<file path="src/rtl/pkbd_pkg.sv">
// Package for the prefix key block decoder: widths, result kinds, error codes.
// No dependencies.
package pkbd_pkg;
  localparam int KEY_MAX_DEF     = 32;
  localparam int REGION_BITS_DEF = 16;
  localparam int CFG_W           = 16;
  localparam int IDX_W           = 16;
  localparam int KLEN_W          = 6;
  localparam int VLEN_W          = 16;

  typedef enum logic [1:0] {
    KIND_KEY   = 2'd0,
    KIND_VALUE = 2'd1,
    KIND_DONE  = 2'd2,
    KIND_ERROR = 2'd3
  } kind_t;

  localparam logic [1:0] ERR_HEADER  = 2'd0;
  localparam logic [1:0] ERR_OVERRUN = 2'd1;
  localparam logic [1:0] ERR_SHARED  = 2'd2;
  localparam logic [1:0] ERR_KEYOVF  = 2'd3;

  // Command from parser to emitter.
  typedef enum logic [2:0] {
    CMD_KEY    = 3'd0,
    CMD_VALUE  = 3'd1,
    CMD_DONE   = 3'd2,
    CMD_ERROR  = 3'd3,
    CMD_REPLAY = 3'd4
  } cmd_op_t;

  typedef struct packed {
    cmd_op_t     op;
    logic [7:0]  data;
    logic [15:0] idx;
    logic [5:0]  count;
    logic [5:0]  klen;
    logic [15:0] vlen;
    logic [1:0]  code;
    logic        tail_done;
    logic        last;
  } cmd_t;

  typedef struct packed {
    logic [1:0]  kind;
    logic [7:0]  data;
    logic [15:0] idx;
    logic [5:0]  klen;
    logic [15:0] vlen;
    logic [1:0]  code;
    logic        last;
  } res_t;
endpackage

</file>
<file path="src/rtl/pkbd_if.sv">
// Valid/ready channel interfaces for the decoder.
// No dependencies.
interface pkbd_in_if;
  logic       valid;
  logic       ready;
  logic [7:0] data_byte;
  logic       block_start;
  modport source (output valid, data_byte, block_start, input ready);
  modport sink (input valid, data_byte, block_start, output ready);
endinterface

interface pkbd_out_if;
  logic        valid;
  logic        ready;
  logic [1:0]  out_kind;
  logic [7:0]  out_byte;
  logic [15:0] item_index;
  logic [5:0]  entry_key_length;
  logic [15:0] entry_value_length;
  logic [1:0]  error_code;
  logic        last_result;
  modport source (output valid, out_kind, out_byte, item_index, entry_key_length,
                  entry_value_length, error_code, last_result, input ready);
  modport sink (input valid, out_kind, out_byte, item_index, entry_key_length,
                entry_value_length, error_code, last_result, output ready);
endinterface

interface pkbd_cfg_if;
  logic        valid;
  logic        ready;
  logic [15:0] data;
  modport source (output valid, data, input ready);
  modport sink (input valid, data, output ready);
endinterface

</file>
<file path="src/rtl/pkbd_ram.sv">
// Generic single-write, single-read RAM with registered read data.
// No dependencies.
module pkbd_ram #(
  parameter int WIDTH = 8,
  parameter int DEPTH = 32
) (
  input  logic                     clk,
  input  logic                     we,
  input  logic [$clog2(DEPTH)-1:0] waddr,
  input  logic [WIDTH-1:0]         wdata,
  input  logic [$clog2(DEPTH)-1:0] raddr,
  output logic [WIDTH-1:0]         rdata
);
  logic [WIDTH-1:0] mem [DEPTH];

  always_ff @(posedge clk) begin
    if (we) begin
      mem[waddr] <= wdata;
    end
    rdata <= mem[raddr];
  end
endmodule

</file>
<file path="src/rtl/pkbd_fifo.sv">
// Short command queue between parser and emitter.
// Depends on pkbd_pkg.
module pkbd_fifo
  import pkbd_pkg::*;
#(
  parameter int DEPTH = 4
) (
  input  logic clk,
  input  logic rst_n,
  input  logic push,
  input  cmd_t push_cmd,
  output logic full,
  input  logic pop,
  output cmd_t head,
  output logic empty
);
  localparam int AW = $clog2(DEPTH);
  cmd_t         q_r [DEPTH];
  logic [AW-1:0] wp_r, rp_r;
  logic [AW:0]   cnt_r;

  assign full  = (cnt_r == (AW+1)'(DEPTH));
  assign empty = (cnt_r == '0);
  assign head  = q_r[rp_r];

  always_ff @(posedge clk) begin
    if (!rst_n) begin
      wp_r  <= '0;
      rp_r  <= '0;
      cnt_r <= '0;
    end else begin
      if (push) begin
        q_r[wp_r] <= push_cmd;
        wp_r      <= (wp_r == AW'(DEPTH-1)) ? '0 : wp_r + 1'b1;
      end
      if (pop) begin
        rp_r <= (rp_r == AW'(DEPTH-1)) ? '0 : rp_r + 1'b1;
      end
      cnt_r <= cnt_r + (AW+1)'(push) - (AW+1)'(pop);
    end
  end
endmodule

</file>
<file path="src/rtl/pkbd_parser.sv">
// Front end: accepts bytes, decodes varint headers, checks them, writes keys.
// Issues commands to the emitter. Depends on pkbd_pkg.
module pkbd_parser
  import pkbd_pkg::*;
#(
  parameter int KEY_MAX     = KEY_MAX_DEF,
  parameter int REGION_BITS = REGION_BITS_DEF
) (
  input  logic              clk,
  input  logic              rst_n,
  input  logic              in_valid,
  output logic              in_ready,
  input  logic [7:0]        in_byte,
  input  logic              in_start,
  input  logic [CFG_W-1:0]  entries_end,
  output logic              push,
  output cmd_t              push_cmd,
  input  logic              q_full,
  input  logic              replay_done,
  output logic              key_we,
  output logic [5:0]        key_waddr
);
  typedef enum logic [2:0] {
    PH_SHARED, PH_UNSHARED, PH_VALLEN, PH_KEY, PH_VALUE
  } phase_t;

  phase_t            phase_r;
  logic [31:0]       acc_r;
  logic [2:0]        vcnt_r;
  logic [31:0]       sh_r, un_r;
  logic [5:0]        klen_r;
  logic [15:0]       vlen_r;
  logic [15:0]       left_r;
  logic [REGION_BITS-1:0] pos_r;
  logic              halt_r;
  logic [2:0]        pend_r, pend_nxt;

  // hold key bytes while a queued replay still reads the key RAM
  assign in_ready = !q_full && !(phase_r == PH_KEY && pend_r != '0);
  logic acc;
  assign acc = in_valid && in_ready;

  // effective state after optional block start
  phase_t e_phase;
  logic [31:0] e_acc;
  logic [2:0]  e_vcnt;
  logic [5:0]  e_klen;
  logic [REGION_BITS-1:0] e_pos;
  logic e_halt;

  always_comb begin
    e_phase = in_start ? PH_SHARED : phase_r;
    e_acc   = in_start ? '0 : acc_r;
    e_vcnt  = in_start ? '0 : vcnt_r;
    e_klen  = in_start ? '0 : klen_r;
    e_pos   = in_start ? '0 : pos_r;
    e_halt  = in_start ? 1'b0 : halt_r;
  end

  logic [32:0] pos_ext, next_ext, end_ext, remain;
  logic [31:0] acc_new, v;
  logic [2:0]  vcnt_inc;
  logic [32:0] body_sum;
  logic [32:0] key_sum;

  phase_t      phase_nxt;
  logic [31:0] acc_nxt;
  logic [2:0]  vcnt_nxt;
  logic [31:0] sh_nxt, un_nxt;
  logic [5:0]  klen_nxt;
  logic [15:0] vlen_nxt, left_nxt;
  logic        halt_nxt;
  cmd_t        c;
  logic        emit;

  always_comb begin
    pos_ext  = 33'(e_pos);
    next_ext = pos_ext + 33'd1;
    end_ext  = 33'(entries_end);
    remain   = (end_ext > next_ext) ? end_ext - next_ext : '0;
    acc_new  = e_acc | (32'(in_byte[6:0]) << (5'(7 * 32'(e_vcnt)) & 5'd31));
    vcnt_inc = e_vcnt + 3'd1;
    v        = acc_new;
    body_sum = 33'(un_r) + 33'(v);
    key_sum  = 33'(sh_r) + 33'(un_r);

    phase_nxt = e_phase;
    acc_nxt   = e_acc;
    vcnt_nxt  = e_vcnt;
    sh_nxt    = sh_r;
    un_nxt    = un_r;
    klen_nxt  = e_klen;
    vlen_nxt  = vlen_r;
    left_nxt  = in_start ? '0 : left_r;
    halt_nxt  = e_halt;
    emit      = 1'b0;
    key_we    = 1'b0;
    key_waddr = e_klen;
    c         = '0;
    c.op      = CMD_ERROR;
    c.last    = 1'b1;
    c.code    = ERR_HEADER;

    if (e_halt) begin
    end else if (e_phase == PH_SHARED || e_phase == PH_UNSHARED || e_phase == PH_VALLEN) begin
      if (next_ext - 33'd1 >= end_ext) begin
        if (!(e_phase == PH_SHARED && e_vcnt == '0)) begin
          emit = 1'b1;
          halt_nxt = 1'b1; phase_nxt = PH_SHARED; acc_nxt = '0; vcnt_nxt = '0;
        end
      end else begin
        logic hdone, herr;
        hdone = 1'b0;
        herr  = 1'b0;
        acc_nxt = acc_new;
        if (in_byte[7]) begin
          vcnt_nxt = vcnt_inc;
          if (vcnt_inc >= 3'd5) herr = 1'b1;
        end else begin
          acc_nxt = '0;
          vcnt_nxt = '0;
          unique case (e_phase)
            PH_SHARED:   begin sh_nxt = v; phase_nxt = PH_UNSHARED; end
            PH_UNSHARED: begin un_nxt = v; phase_nxt = PH_VALLEN; end
            default:     hdone = 1'b1;
          endcase
        end
        if (hdone) begin
          emit = 1'b1;
          if (body_sum > remain) begin
            c.code = ERR_OVERRUN; halt_nxt = 1'b1; phase_nxt = PH_SHARED;
          end else if (sh_r > 32'(e_klen)) begin
            c.code = ERR_SHARED; halt_nxt = 1'b1; phase_nxt = PH_SHARED;
          end else if (key_sum > 33'(KEY_MAX)) begin
            c.code = ERR_KEYOVF; halt_nxt = 1'b1; phase_nxt = PH_SHARED;
          end else begin
            vlen_nxt = v[15:0];
            klen_nxt = sh_r[5:0];
            c.op     = CMD_REPLAY;
            c.count  = sh_r[5:0];
            c.klen   = sh_r[5:0];
            c.vlen   = v[15:0];
            if (un_r != '0) begin
              phase_nxt = PH_KEY; left_nxt = un_r[15:0]; c.tail_done = 1'b0;
              if (sh_r == '0) emit = 1'b0;
            end else if (v != '0) begin
              phase_nxt = PH_VALUE; left_nxt = v[15:0]; c.tail_done = 1'b0;
              if (sh_r == '0) emit = 1'b0;
            end else begin
              phase_nxt = PH_SHARED; c.tail_done = 1'b1;
            end
          end
        end else if (herr || (next_ext >= end_ext)) begin
          emit = 1'b1;
          halt_nxt = 1'b1; phase_nxt = PH_SHARED; acc_nxt = '0; vcnt_nxt = '0;
        end
      end
    end else if (e_phase == PH_KEY) begin
      emit      = 1'b1;
      key_we    = acc;
      c.op      = CMD_KEY;
      c.data    = in_byte;
      c.idx     = 16'(e_klen);
      klen_nxt  = e_klen + 6'd1;
      left_nxt  = left_r - 16'd1;
      c.klen    = klen_nxt;
      c.vlen    = vlen_r;
      c.tail_done = 1'b0;
      if (left_nxt == '0) begin
        if (vlen_r != '0) begin
          phase_nxt = PH_VALUE; left_nxt = vlen_r;
        end else begin
          phase_nxt = PH_SHARED; c.tail_done = 1'b1;
        end
      end
    end else begin
      emit      = 1'b1;
      c.op      = CMD_VALUE;
      c.data    = in_byte;
      c.idx     = vlen_r - left_r;
      c.klen    = e_klen;
      c.vlen    = vlen_r;
      left_nxt  = left_r - 16'd1;
      c.tail_done = (left_nxt == '0);
      if (left_nxt == '0) phase_nxt = PH_SHARED;
    end
  end

  assign push     = acc && emit;
  assign push_cmd = c;
  assign pend_nxt = pend_r + 3'(push && c.op == CMD_REPLAY) - 3'(replay_done);

  always_ff @(posedge clk) begin
    if (!rst_n) begin
      pend_r <= '0;
    end else begin
      pend_r <= pend_nxt;
    end
  end

  always_ff @(posedge clk) begin
    if (!rst_n) begin
      phase_r <= PH_SHARED;
      acc_r   <= '0;
      vcnt_r  <= '0;
      sh_r    <= '0;
      un_r    <= '0;
      klen_r  <= '0;
      vlen_r  <= '0;
      left_r  <= '0;
      pos_r   <= '0;
      halt_r  <= 1'b0;
    end else if (acc) begin
      phase_r <= phase_nxt;
      acc_r   <= acc_nxt;
      vcnt_r  <= vcnt_nxt;
      sh_r    <= sh_nxt;
      un_r    <= un_nxt;
      klen_r  <= klen_nxt;
      vlen_r  <= vlen_nxt;
      left_r  <= left_nxt;
      halt_r  <= halt_nxt;
      pos_r   <= (e_pos == '1) ? e_pos : e_pos + 1'b1;
    end
  end
endmodule

</file>
<file path="src/rtl/pkbd_emitter.sv">
// Back end: runs queued commands, replays the shared prefix from the key RAM,
// and drives the result register. Depends on pkbd_pkg.
module pkbd_emitter
  import pkbd_pkg::*;
(
  input  logic       clk,
  input  logic       rst_n,
  input  cmd_t       head,
  input  logic       empty,
  output logic       pop,
  output logic [5:0] key_raddr,
  input  logic [7:0] key_rdata,
  output logic       res_valid,
  input  logic       res_ready,
  output res_t       res
);
  typedef enum logic [1:0] { ST_IDLE, ST_READ, ST_SEND } state_t;

  state_t     state_r;
  logic [5:0] cnt_r;
  res_t       res_r;
  logic       vld_r;

  logic slot_free;
  assign slot_free = !vld_r || res_ready;
  assign res_valid = vld_r;
  assign res       = res_r;
  assign key_raddr = cnt_r;

  logic is_replay;
  assign is_replay = (head.op == CMD_REPLAY);

  always_comb begin
    pop = 1'b0;
    if (state_r == ST_IDLE && !empty && slot_free && !is_replay && !head.tail_done)
      pop = 1'b1;
    if (state_r == ST_SEND && slot_free && (!is_replay || cnt_r == head.count))
      pop = 1'b1;
  end

  always_ff @(posedge clk) begin
    if (!rst_n) begin
      state_r <= ST_IDLE;
      cnt_r   <= '0;
      vld_r   <= 1'b0;
    end else begin
      if (res_ready) vld_r <= 1'b0;
      unique case (state_r)
        ST_IDLE: begin
          if (!empty) begin
            if (is_replay) begin
              cnt_r   <= '0;
              state_r <= ST_READ;
            end else if (slot_free) begin
              vld_r      <= 1'b1;
              res_r      <= '0;
              res_r.last <= 1'b1;
              unique case (head.op)
                CMD_KEY, CMD_VALUE: begin
                  res_r.kind <= (head.op == CMD_KEY) ? KIND_KEY : KIND_VALUE;
                  res_r.data <= head.data;
                  res_r.idx  <= head.idx;
                  if (head.tail_done) begin
                    res_r.last <= 1'b0;
                    state_r    <= ST_SEND;
                    cnt_r      <= '0;
                  end
                end
                CMD_DONE: begin
                  res_r.kind <= KIND_DONE;
                  res_r.klen <= head.klen;
                  res_r.vlen <= head.vlen;
                end
                default: begin
                  res_r.kind <= KIND_ERROR;
                  res_r.code <= head.code;
                end
              endcase
            end
          end
        end
        ST_READ: begin
          state_r <= ST_SEND;
        end
        default: begin
          if (slot_free) begin
            vld_r  <= 1'b1;
            res_r  <= '0;
            if (!is_replay || cnt_r == head.count) begin
              // completion after a byte, or after a replay that ends the entry
              res_r.kind <= KIND_DONE;
              res_r.klen <= head.klen;
              res_r.vlen <= head.vlen;
              res_r.last <= 1'b1;
              state_r    <= ST_IDLE;
              if (is_replay && !head.tail_done) vld_r <= 1'b0;
            end else begin
              res_r.kind <= KIND_KEY;
              res_r.data <= key_rdata;
              res_r.idx  <= 16'(cnt_r);
              res_r.last <= (cnt_r + 6'd1 == head.count) && !head.tail_done;
              cnt_r      <= cnt_r + 6'd1;
              state_r    <= ST_READ;
            end
          end
        end
      endcase
    end
  end
endmodule

</file>
<file path="src/rtl/prefix_key_block_decoder.sv">
// Prefix-compressed key-value block decoder. One byte is taken per beat; a key
// or value byte gives one result after passing the command queue and the result
// register, plus a completion result if it ends the entry. A header that
// completes replays the shared prefix from the key RAM, each key byte by a RAM
// read then a result register write; a four-entry command queue lets header and
// value bytes keep running meanwhile, while key bytes wait until every queued
// replay has read the key RAM. Depends on pkbd_pkg.
module prefix_key_block_decoder
  import pkbd_pkg::*;
#(
  parameter int KEY_MAX     = KEY_MAX_DEF,
  parameter int REGION_BITS = REGION_BITS_DEF
) (
  input  logic         clk,
  input  logic         rst_n,
  pkbd_in_if.sink      in_ch,
  pkbd_out_if.source   out_ch,
  pkbd_cfg_if.sink     cfg_ch
);
  logic [CFG_W-1:0] end_r;
  assign cfg_ch.ready = 1'b1;
  always_ff @(posedge clk) begin
    if (!rst_n) begin
      end_r <= '0;
    end else if (cfg_ch.valid) begin
      end_r <= cfg_ch.data;
    end
  end

  logic push, full, pop, empty, key_we, replay_done;
  cmd_t push_cmd, head;
  logic [5:0] key_waddr, key_raddr;
  logic [7:0] key_rdata;
  res_t res;

  assign replay_done = pop && (head.op == CMD_REPLAY);

  pkbd_parser #(.KEY_MAX(KEY_MAX), .REGION_BITS(REGION_BITS)) u_parser (
    .clk, .rst_n,
    .in_valid(in_ch.valid), .in_ready(in_ch.ready),
    .in_byte(in_ch.data_byte), .in_start(in_ch.block_start),
    .entries_end(end_r),
    .push, .push_cmd, .q_full(full), .replay_done,
    .key_we, .key_waddr
  );

  pkbd_ram #(.WIDTH(8), .DEPTH(64)) u_keys (
    .clk, .we(key_we), .waddr(key_waddr), .wdata(in_ch.data_byte),
    .raddr(key_raddr), .rdata(key_rdata)
  );

  pkbd_fifo #(.DEPTH(4)) u_fifo (
    .clk, .rst_n, .push, .push_cmd, .full, .pop, .head, .empty
  );

  pkbd_emitter u_emit (
    .clk, .rst_n, .head, .empty, .pop,
    .key_raddr, .key_rdata,
    .res_valid(out_ch.valid), .res_ready(out_ch.ready), .res
  );

  assign out_ch.out_kind           = res.kind;
  assign out_ch.out_byte           = res.data;
  assign out_ch.item_index         = res.idx;
  assign out_ch.entry_key_length   = res.klen;
  assign out_ch.entry_value_length = res.vlen;
  assign out_ch.error_code         = res.code;
  assign out_ch.last_result        = res.last;
endmodule

</file>
<file path="src/flat_wrapper.sv">
// flat-port wrapper written by rule: the top's interface ports become plain ports
module prefix_key_block_decoder_flat import pkbd_pkg::*;
#(
  parameter int KEY_MAX     = KEY_MAX_DEF,
  parameter int REGION_BITS = REGION_BITS_DEF
)
  (clk, rst_n, in_ch_valid, in_ch_data_byte, in_ch_block_start, in_ch_ready, out_ch_valid, out_ch_out_kind, out_ch_out_byte, out_ch_item_index, out_ch_entry_key_length, out_ch_entry_value_length, out_ch_error_code, out_ch_last_result, out_ch_ready, cfg_ch_valid, cfg_ch_data, cfg_ch_ready);
  pkbd_in_if in_ch_i ();
  pkbd_out_if out_ch_i ();
  pkbd_cfg_if cfg_ch_i ();
  input  logic clk;
  input  logic rst_n;
  input wire logic [$bits(in_ch_i.valid)-1:0] in_ch_valid;
  input wire logic [$bits(in_ch_i.data_byte)-1:0] in_ch_data_byte;
  input wire logic [$bits(in_ch_i.block_start)-1:0] in_ch_block_start;
  output wire logic [$bits(in_ch_i.ready)-1:0] in_ch_ready;
  output wire logic [$bits(out_ch_i.valid)-1:0] out_ch_valid;
  output wire logic [$bits(out_ch_i.out_kind)-1:0] out_ch_out_kind;
  output wire logic [$bits(out_ch_i.out_byte)-1:0] out_ch_out_byte;
  output wire logic [$bits(out_ch_i.item_index)-1:0] out_ch_item_index;
  output wire logic [$bits(out_ch_i.entry_key_length)-1:0] out_ch_entry_key_length;
  output wire logic [$bits(out_ch_i.entry_value_length)-1:0] out_ch_entry_value_length;
  output wire logic [$bits(out_ch_i.error_code)-1:0] out_ch_error_code;
  output wire logic [$bits(out_ch_i.last_result)-1:0] out_ch_last_result;
  input wire logic [$bits(out_ch_i.ready)-1:0] out_ch_ready;
  input wire logic [$bits(cfg_ch_i.valid)-1:0] cfg_ch_valid;
  input wire logic [$bits(cfg_ch_i.data)-1:0] cfg_ch_data;
  output wire logic [$bits(cfg_ch_i.ready)-1:0] cfg_ch_ready;
  assign in_ch_i.valid = in_ch_valid;
  assign in_ch_i.data_byte = in_ch_data_byte;
  assign in_ch_i.block_start = in_ch_block_start;
  assign in_ch_ready = in_ch_i.ready;
  assign out_ch_valid = out_ch_i.valid;
  assign out_ch_out_kind = out_ch_i.out_kind;
  assign out_ch_out_byte = out_ch_i.out_byte;
  assign out_ch_item_index = out_ch_i.item_index;
  assign out_ch_entry_key_length = out_ch_i.entry_key_length;
  assign out_ch_entry_value_length = out_ch_i.entry_value_length;
  assign out_ch_error_code = out_ch_i.error_code;
  assign out_ch_last_result = out_ch_i.last_result;
  assign out_ch_i.ready = out_ch_ready;
  assign cfg_ch_i.valid = cfg_ch_valid;
  assign cfg_ch_i.data = cfg_ch_data;
  assign cfg_ch_ready = cfg_ch_i.ready;
  prefix_key_block_decoder #(.KEY_MAX(KEY_MAX), .REGION_BITS(REGION_BITS)) u_core (.clk(clk), .rst_n(rst_n), .in_ch(in_ch_i), .out_ch(out_ch_i), .cfg_ch(cfg_ch_i));
endmodule
</file>
<file path="config.mk">
export PLATFORM = sky130hd
export DESIGN_NAME = prefix_key_block_decoder_flat
export DESIGN_NICKNAME = d
export VERILOG_FILES = /design/src/rtl/pkbd_pkg.sv /design/src/rtl/pkbd_if.sv /design/src/rtl/pkbd_ram.sv /design/src/rtl/pkbd_fifo.sv /design/src/rtl/pkbd_parser.sv /design/src/rtl/pkbd_emitter.sv /design/src/rtl/prefix_key_block_decoder.sv /design/src/flat_wrapper.sv
export SDC_FILE = /design/constraint.sdc
export NUM_CORES = 2
export LEC_CHECK = 0
export BUFFER_PORTS_ARGS = -buffer_cell sky130_fd_sc_hd__buf_2
export CORE_ASPECT_RATIO = 1.5
export CORE_UTILIZATION = 39
export CTS_CLUSTER_SIZE = 20
export DETAILED_ROUTE_END_ITERATION = 10
export HOLD_SLACK_MARGIN = 0.1
export PLACE_DENSITY = 0.58
export SYNTH_ARGS = -nofsm -noshare
export SYNTH_HDL_FRONTEND = slang
export SYNTH_SLANG_ARGS = --single-unit
</file>
<file path="constraint.sdc">
create_clock -name clk -period 21 [get_ports clk]
set_input_delay 4.2 -clock clk [delete_from_list [all_inputs] [get_ports clk]]
set_output_delay 4.2 -clock clk [all_outputs]
set_load 0.03 [all_outputs]
</file>
---- Yosys cells after proc, flatten, opt, wreduce, memory -nomap -nowiden ----
Memories as Yosys holds them, arrays and structs flattened. A register that Yosys moved wholly into a read port is not among the register bits.
Cells that the tools add are included.
operators by class
  $lt $le $gt $ge ......................... 7
  multipliers ............................. 1
  $add $sub $neg .......................... 17
  shift operators ......................... 1
  multiplexer cells ....................... 173
  eq/ne operators ......................... 22
  bitwise logic cells ..................... 8
  reductions and logical operators ........ 49
  div/mod/pow operators ................... 0
operators by type and width
  cell                 number
  $mux 32              8
  $mux 16              15
  $mux 51              4
  $mux 6               17
  $pmux 51 s2          1
  $mux 3               31
  $mux 22              4
  $mux 28              3
  $mux 24              3
  $add 32x32->33       2
  $reduce_bool 32->1   2
  $mux 31              2
  $mux 1               61
  $mux 58              1
  $ge 33x16->1         1
  $gt 33x33->1         1
  $gt 33x6->1 const B  1
  $mux 33              1
  $gt 32x6->1          1
  $logic_not 32->1     1
  $mux 2               16
  $or 32x32->32        1
  $shl 7x5->32         1
  $mux 25              1
  45 further kinds     99
word-level totals
  memories kept ........................... 2
  bits in read-only memories .............. 0
  latch bits .............................. 0
  output and inout bits ................... 54
  memory bits (writable) .................. 744
  input port bits ......................... 30
  logic and storage cells ................. 305
  register bits after elaboration ......... 243
memory list
  name               depth  width  read ports  clocked after Yosys merged registers in  write ports  line             text
  u_core.u_keys.mem  64     8      1           1                                        1            pkbd_ram.sv:14   logic [WIDTH-1:0] mem [DEPTH];
  u_core.u_fifo.q_r  4      58     1           1                                        1            pkbd_fifo.sv:18  cmd_t q_r [DEPTH];

---- Depth between registers and ports, before layout ----
  depth in word-level cells ............... 18
  gate-level depth with buffers ........... 48
  depth with buffers taken out ............ 43

---- By module ----
From an unflattened synthesis, not the netlist that was laid out.
unflattened totals
  cell total of the unflattened synthesis .. 3725
  area, all modules ....................... 48672.9 sq um
modules (own cells, without submodules)
  module                    cells an instance  seq. area each (sq um)  area each (sq um)  instances
  pkbd_ram                  972                15534.9                 20190.6            1
  pkbd_parser               2128               3203.1                  16101.7            1
  pkbd_fifo                 353                7267.0                  8984.9             1
  pkbd_emitter              217                1711.6                  2760.1             1
  prefix_key_block_decoder  55                 320.3                   635.6              1

---- Worst setup path after synthesis ----
No wires, ideal clock.
  kind .................................... input-to-reg
  from .................................... input port in_ch_block_start
  to ...................................... memory u_core.u_fifo.q_r[0][0] (netlist name), enable pin
  stages .................................. 38
  required time ........................... 20.578 ns
  buffers on the path ..................... 6
  path slack .............................. 7.036 ns
  arrival time ............................ 13.541 ns
  library setup time ...................... 0.422 ns
  cell sequence ........................... buf_2 > buf_2 > buf_1 > buf_1 > nor2b_1 > inv_1 > ha_1 > inv_1 > ha_1 > ha_1 > inv_1 > fa_1 > xor2_1 > clkbuf_1 > a32o_1 > ha_1 > a211oi_1 > o21bai_1 > (+2 left out) > o21ai_0 > a311oi_1 > o21a_1 > a21o_1 > o21ai_0 > or4b_2 > nand3_1 > ha_1 > nand4_1 > or4_1 > o211ai_1 > mux2i_1 > nor2_1 > nor4_2 > nand4_1 > o31a_1 > clkbuf_1 > and3_1
on the way
  word-level cells in the longest chain between the ends .. 18
  elaborated cells on any way between the ends .. 56
  those cells by class .................... add/sub: 5; mul: 1; order compare: 6; eq/ne: 2; shift: 1; mux: 31; bitwise: 1; reduce/logical: 9
ends and longest elaborated chain
  item                                                    line                text
  start, declared                                         flat_wrapper.sv:15  input wire logic [$bits(in_ch_i.block_start)-1:0] in_ch_block_start;
  $mux 3                                                  pkbd_parser.sv:54   e_vcnt = in_start ? '0 : vcnt_r;
  $mul 3x3->5                                             pkbd_parser.sv:81   acc_new = e_acc | (32'(in_byte[6:0]) << (5'(7 * 32'(e_vcnt)) & 5'd31));
  $shl 7x5->32                                            pkbd_parser.sv:81
  $or 32x32->32 (*)                                       pkbd_parser.sv:81
  net u_core.u_parser.acc_new[1]                          pkbd_parser.sv:61   logic [31:0] acc_new, v;
  branches (longest 5 deep; another with $add 32x32->33)  n/a
  $mux 1 (*)                                              pkbd_parser.sv:130  if (body_sum > remain) begin
  $mux 1 (*)                                              pkbd_parser.sv:128  if (hdone) begin
  $mux 1 (*)                                              pkbd_parser.sv:106  if (next_ext - 33'd1 >= end_ext) begin
  $mux 1 (*)                                              pkbd_parser.sv:105  end else if (e_phase == PH_SHARED || e_phase == PH_UNSHARED || e_phase == PH_VALLEN) begin
  $mux 1 (*)                                              pkbd_parser.sv:104  if (e_halt) begin
  $logic_and 1x1->1 (*)                                   pkbd_parser.sv:189  assign push = acc && emit;
  $mux 1 (*)                                              pkbd_fifo.sv:32     if (push) begin
  $mux 1 (*)                                              pkbd_fifo.sv:27     if (!rst_n) begin
  $mux 1 (not written as such) (*)                        pkbd_fifo.sv:33     q_r[wp_r] <= push_cmd;
  end, declared                                           pkbd_fifo.sv:18
Mark *: on every way through the listed nets, which the timed path passes. The select of a mux whose other input is x is not followed.

---- Worst setup path in the final report ----
  from .................................... input port in_ch_block_start
  to ...................................... register u_core.u_parser.pend_r[2]
on the way
  word-level cells in the longest chain between the ends .. 18
  elaborated cells on any way between the ends .. 65
  those cells by class .................... add/sub: 7; mul: 1; order compare: 6; eq/ne: 4; shift: 1; mux: 35; bitwise: 1; reduce/logical: 10
ends and longest elaborated chain
  item                                                     line                text
  $mux 3                                                   pkbd_parser.sv:54
  $mul 3x3->5                                              pkbd_parser.sv:81
  $shl 7x5->32                                             pkbd_parser.sv:81
  $or 32x32->32 (*)                                        pkbd_parser.sv:81
  net u_core.u_parser.acc_new[2]                           pkbd_parser.sv:61
  branches (longest 11 deep; another with $add 32x32->33)  n/a
  $logic_and 1x1->1 (*)                                    pkbd_parser.sv:191  assign pend_nxt = pend_r + 3'(push && c.op == CMD_REPLAY) - 3'(replay_done);
  $add 3x1->3 (*)                                          pkbd_parser.sv:191
  $sub 3x1->3 (*)                                          pkbd_parser.sv:191
  end signal, assigned                                     pkbd_parser.sv:197  pend_r <= pend_nxt;
  end, declared                                            pkbd_parser.sv:36   logic [2:0] pend_r, pend_nxt;
Marked as above.
A chain may end at the register's enable or synchronous reset.

==> results.yml <==
synth:
  synth_top_area_frac: 0.4987
  avgSynthCellArea_um2: 13.21
  synth.distinct_cells: 104
  ys_seq_area_frac: 0.5832
  ys.flop_type: "edfxtp_1"
  synth-async-reset-ratio: 0
  synth_area_leaders: "edfxtp_1, mux4_2, dfxtp_1"
  syn-cell-area_um2: 47870
  syn_inst: 3624
  yosys_register_bits: 997
  synth_edf_count: 795
  yosysWarningCount: 0
  synth_top_area_cell: "edfxtp_1"
cts:
  cts_tree: "done"
  clk_latency_ns: 0.72
  clock_path_buffers: 3
  cts_hold_buf: 0
  clock_sinks: 997
  clock-root-buffer: "clkbuf_16"
  cts_resized: 0
  post_cts_buffers: 0
  cts.reportedPaths.clkPinSlew_ns: 0.07
  cts_buffers: 91
  htreeDepth: 3
finish:
  antennaDiodeCount: 0
  fin_area_um2: 52970
  multi_input_area_um2: 18850
  area_delta_synth_final_pct: 10.66
  layout.nets: 3887
  drive_above_1_share: 0.1534
  fillers: 11050
  ff_latch_area_um2: 27930
run:
  maxCapViolCount: 0
grt:
  grt_most_used_layer: "met2"
  grt_pass1_wl_um: 197800
  met1_usage: 0.2409
  grt_usage: 0.2130
  grt_max_degree: 93
  met2_usage: 0.3899
  overflow: 0
  grt_pass1_vias: 31080
  grtUsageMet3: 0.02413
  antenna_found_initial: 1
place:
  placed_area_um2: 50080
  hpwl_um: 91850
  io_buffers: 82
  gp_congestion: 0.9296
routing:
  routed_via_density: 5.750
  wl_um: 132200
  postRouteAntennaNets: 0
  num_vias: 30700
  first_pass_iters: 10
  drtIter0Drc: 2179
  drc: 2
  routedWlPerCell_um: 24.77
timing:
  tightest_slew_ns: 1.076
  rsz0062_at_grt: "no"
  finalSetupTns_ns: 0
  fin_skew_ns: 0.04049
  finalCriticalPeriod_ns: 15.17
  finalSetupViolations: 0
  hold_viol: 0
  relSlewSlack: 0.2773
  maxSlewViolCount: 0
  finalCritPeriodShare: 0.7225
  fmax_mhz: 65.91
worst_hold_path:
  hp-class: "flip-flop to flip-flop"
  hold_path_depth: 2
setup_path:
  startpoint_type: "input port"
  cp_slowest_cell: "fa_1"
  ff2ff_setup_slack_ns: 9.53
  cp.depth: 40
  cp-end-kind: "flip-flop"
  critical_path_buf_inv_count: 5
  path_max_fanout: 47
  cp_top_family: "simple AND/OR/NAND/NOR gates"
  cpPeakStageDelay_ns: 0.80
  critical_path_class: "input port to flip-flop"
  cp_common_cell: "ha_1"
  ff2ff_path_depth: 38
  critPathRequiredTime_ns: 21.57
  critPathArrivalTime_ns: 15.74
floorplanning:
  io_pins: 84
  die_area_um2: 124200
  die_x_um: 288.1
  num_rows: 157
  die_h_um: 431.1
  start_util: 0.3924
  core_um2: 122000
status:
  violations: "design-rule violations"
  status: "complete, but fails checks"
power_and_ir_drop:
  p_leak_nw: 18.07
  vdd.ir_drop.worst_mv: 0.05837
  p_per_area_nw_per_um2: 97.09
-- worst paths after layout --
kind | startpoint | endpoint
worst min-delay path | u_core.u_parser.acc_r[28] | u_core.u_parser.acc_r[28]
worst max register to register | u_core.u_parser.vcnt_r[0] | u_core.u_parser.pend_r[2]
worst max-delay path | in_ch_block_start | u_core.u_parser.pend_r[2]
worst min register to register | u_core.u_parser.acc_r[28] | u_core.u_parser.acc_r[28]
-- cells by family after synthesis --
logic type,count (synthesis),synth area share
XOR/XNOR,106,0.01939
AND/OR/NAND/NOR,1104,0.1109
other,1,0.00007833
AO/OA/AOI/OAI,655,0.09430
adder cells (fa/ha/maj),178,0.04762
multiplexers,291,0.1206
buffers and inverters,292,0.02399
flip-flops,997,0.5832
-- cells in the mapped netlist (10+ instances only) --
master,number
nor2_1,439
nor3_1,105
a21oi_1,145
mux2i_1,49
o211ai_1,14
mux2_2,14
o22ai_1,18
xor2_1,28
a21boi_0,10
nand4_1,50
nor2b_1,52
buf_2,15
nand3b_1,10
mux4_2,227
edfxtp_1,795
xnor2_1,78
and3_1,46
nand2b_1,23
inv_1,105
dfxtp_1,202
buf_1,24
and2_1,22
a211oi_1,28
a22oi_1,38
nand2_1,186
clkbuf_1,140
a22o_1,33
nand3_1,55
a31oi_1,30
o21a_1,22
o21ai_0,108
a21o_1,55
nor4_1,43
o2bb2ai_1,30
o31ai_1,14
or3_1,16
ha_1,171
-- worst reg2reg max path: cells and delay by family, from the launching register on --
kind	cells	cell delay (ns)
and+or+nand+nor	15	4.26
AOI/OAI and AO/OA	10	2.96
adders and majority gates	8	2.72
buffers and inverters	3	0.58
DFF	1	0.44
muxes	1	0.19
xor gates and xnor gates	1	0.17
-- cells in the final DEF (no fill, tap or decap), types with 26 or more instances in the layout --
cell / n
nand3_1: 55
and3_1: 42
a22o_1: 33
nor3_1: 102
a31oi_1: 30
mux2i_1: 49
clkbuf_1: 26
clkbuf_16: 93
edfxtp_1: 795
nor4_1: 43
a22oi_1: 38
nand4_1: 50
nand2_1: 186
buf_2: 82
a21o_1: 55
nor2b_1: 51
ha_1: 171
xnor2_1: 78
nor2_1: 438
o2bb2ai_1: 30
mux4_2: 227
inv_1: 104
xor2_1: 28
buf_4: 64
a211oi_1: 28
o21ai_0: 107
a21oi_1: 145
dfxtp_1: 196
-- registers in the layout, indices dropped and copies added (netlist names), 8 cells and up, named ones only --
signal                  count
u_core.u_keys.mem         512
u_core.u_fifo.q_r         232
u_core.u_emit.res          51
u_core.u_parser.acc_r      32
u_core.u_parser.sh_r       32
u_core.u_parser.un_r       32
u_core.end_r               16
u_core.u_parser.left_r     16
u_core.u_parser.pos_r      16
u_core.u_parser.vlen_r     16
u_core.u_keys.rdata         8
-- per-stage QoR --
step             util  hold slack (ns)  setup WS [ns]  power [mW]  std cells
2_1_floorplan       -           0.4367          7.036       3.164       3625
3_3_place_gp   0.4105           0.4669          5.283       3.528       5176
3_5_place_dp   0.4105           0.4716          5.200       3.534       5176
4_1_cts        0.4343           0.4806          5.890       5.188       5339
5_1_grt        0.4343           0.5054          4.996       5.358       5339
6_report       0.4343           0.4776          5.828       5.143       5339
-- where the power goes --
part / leakage, nW / switching, mW / internal [mW]
logic: 7.87 / 0.729 / 0.425
clock network: 1.41 / 0.757 / 0.899
registers: 8.79 / 0.0846 / 2.25
-- cell type report --
class | count | area share
clock buffers | 124 | 0.04691
clock inverters | 39 | 0.007771
inverters | 106 | 0.007558
multi-input cells | 2336 | 0.3557
flip-flops and latches | 997 | 0.5273
well taps | 1590 | 0.03755
repair buffers | 147 | 0.01719
-- metal layers --
metal,wire length [um],up-vias
met5,13,-
li1,-,14110
met3,5089,289
met2,70440,837
met1,49620,15470
met4,7086,2
Note: power is estimated with default switching activity, not from simulation.
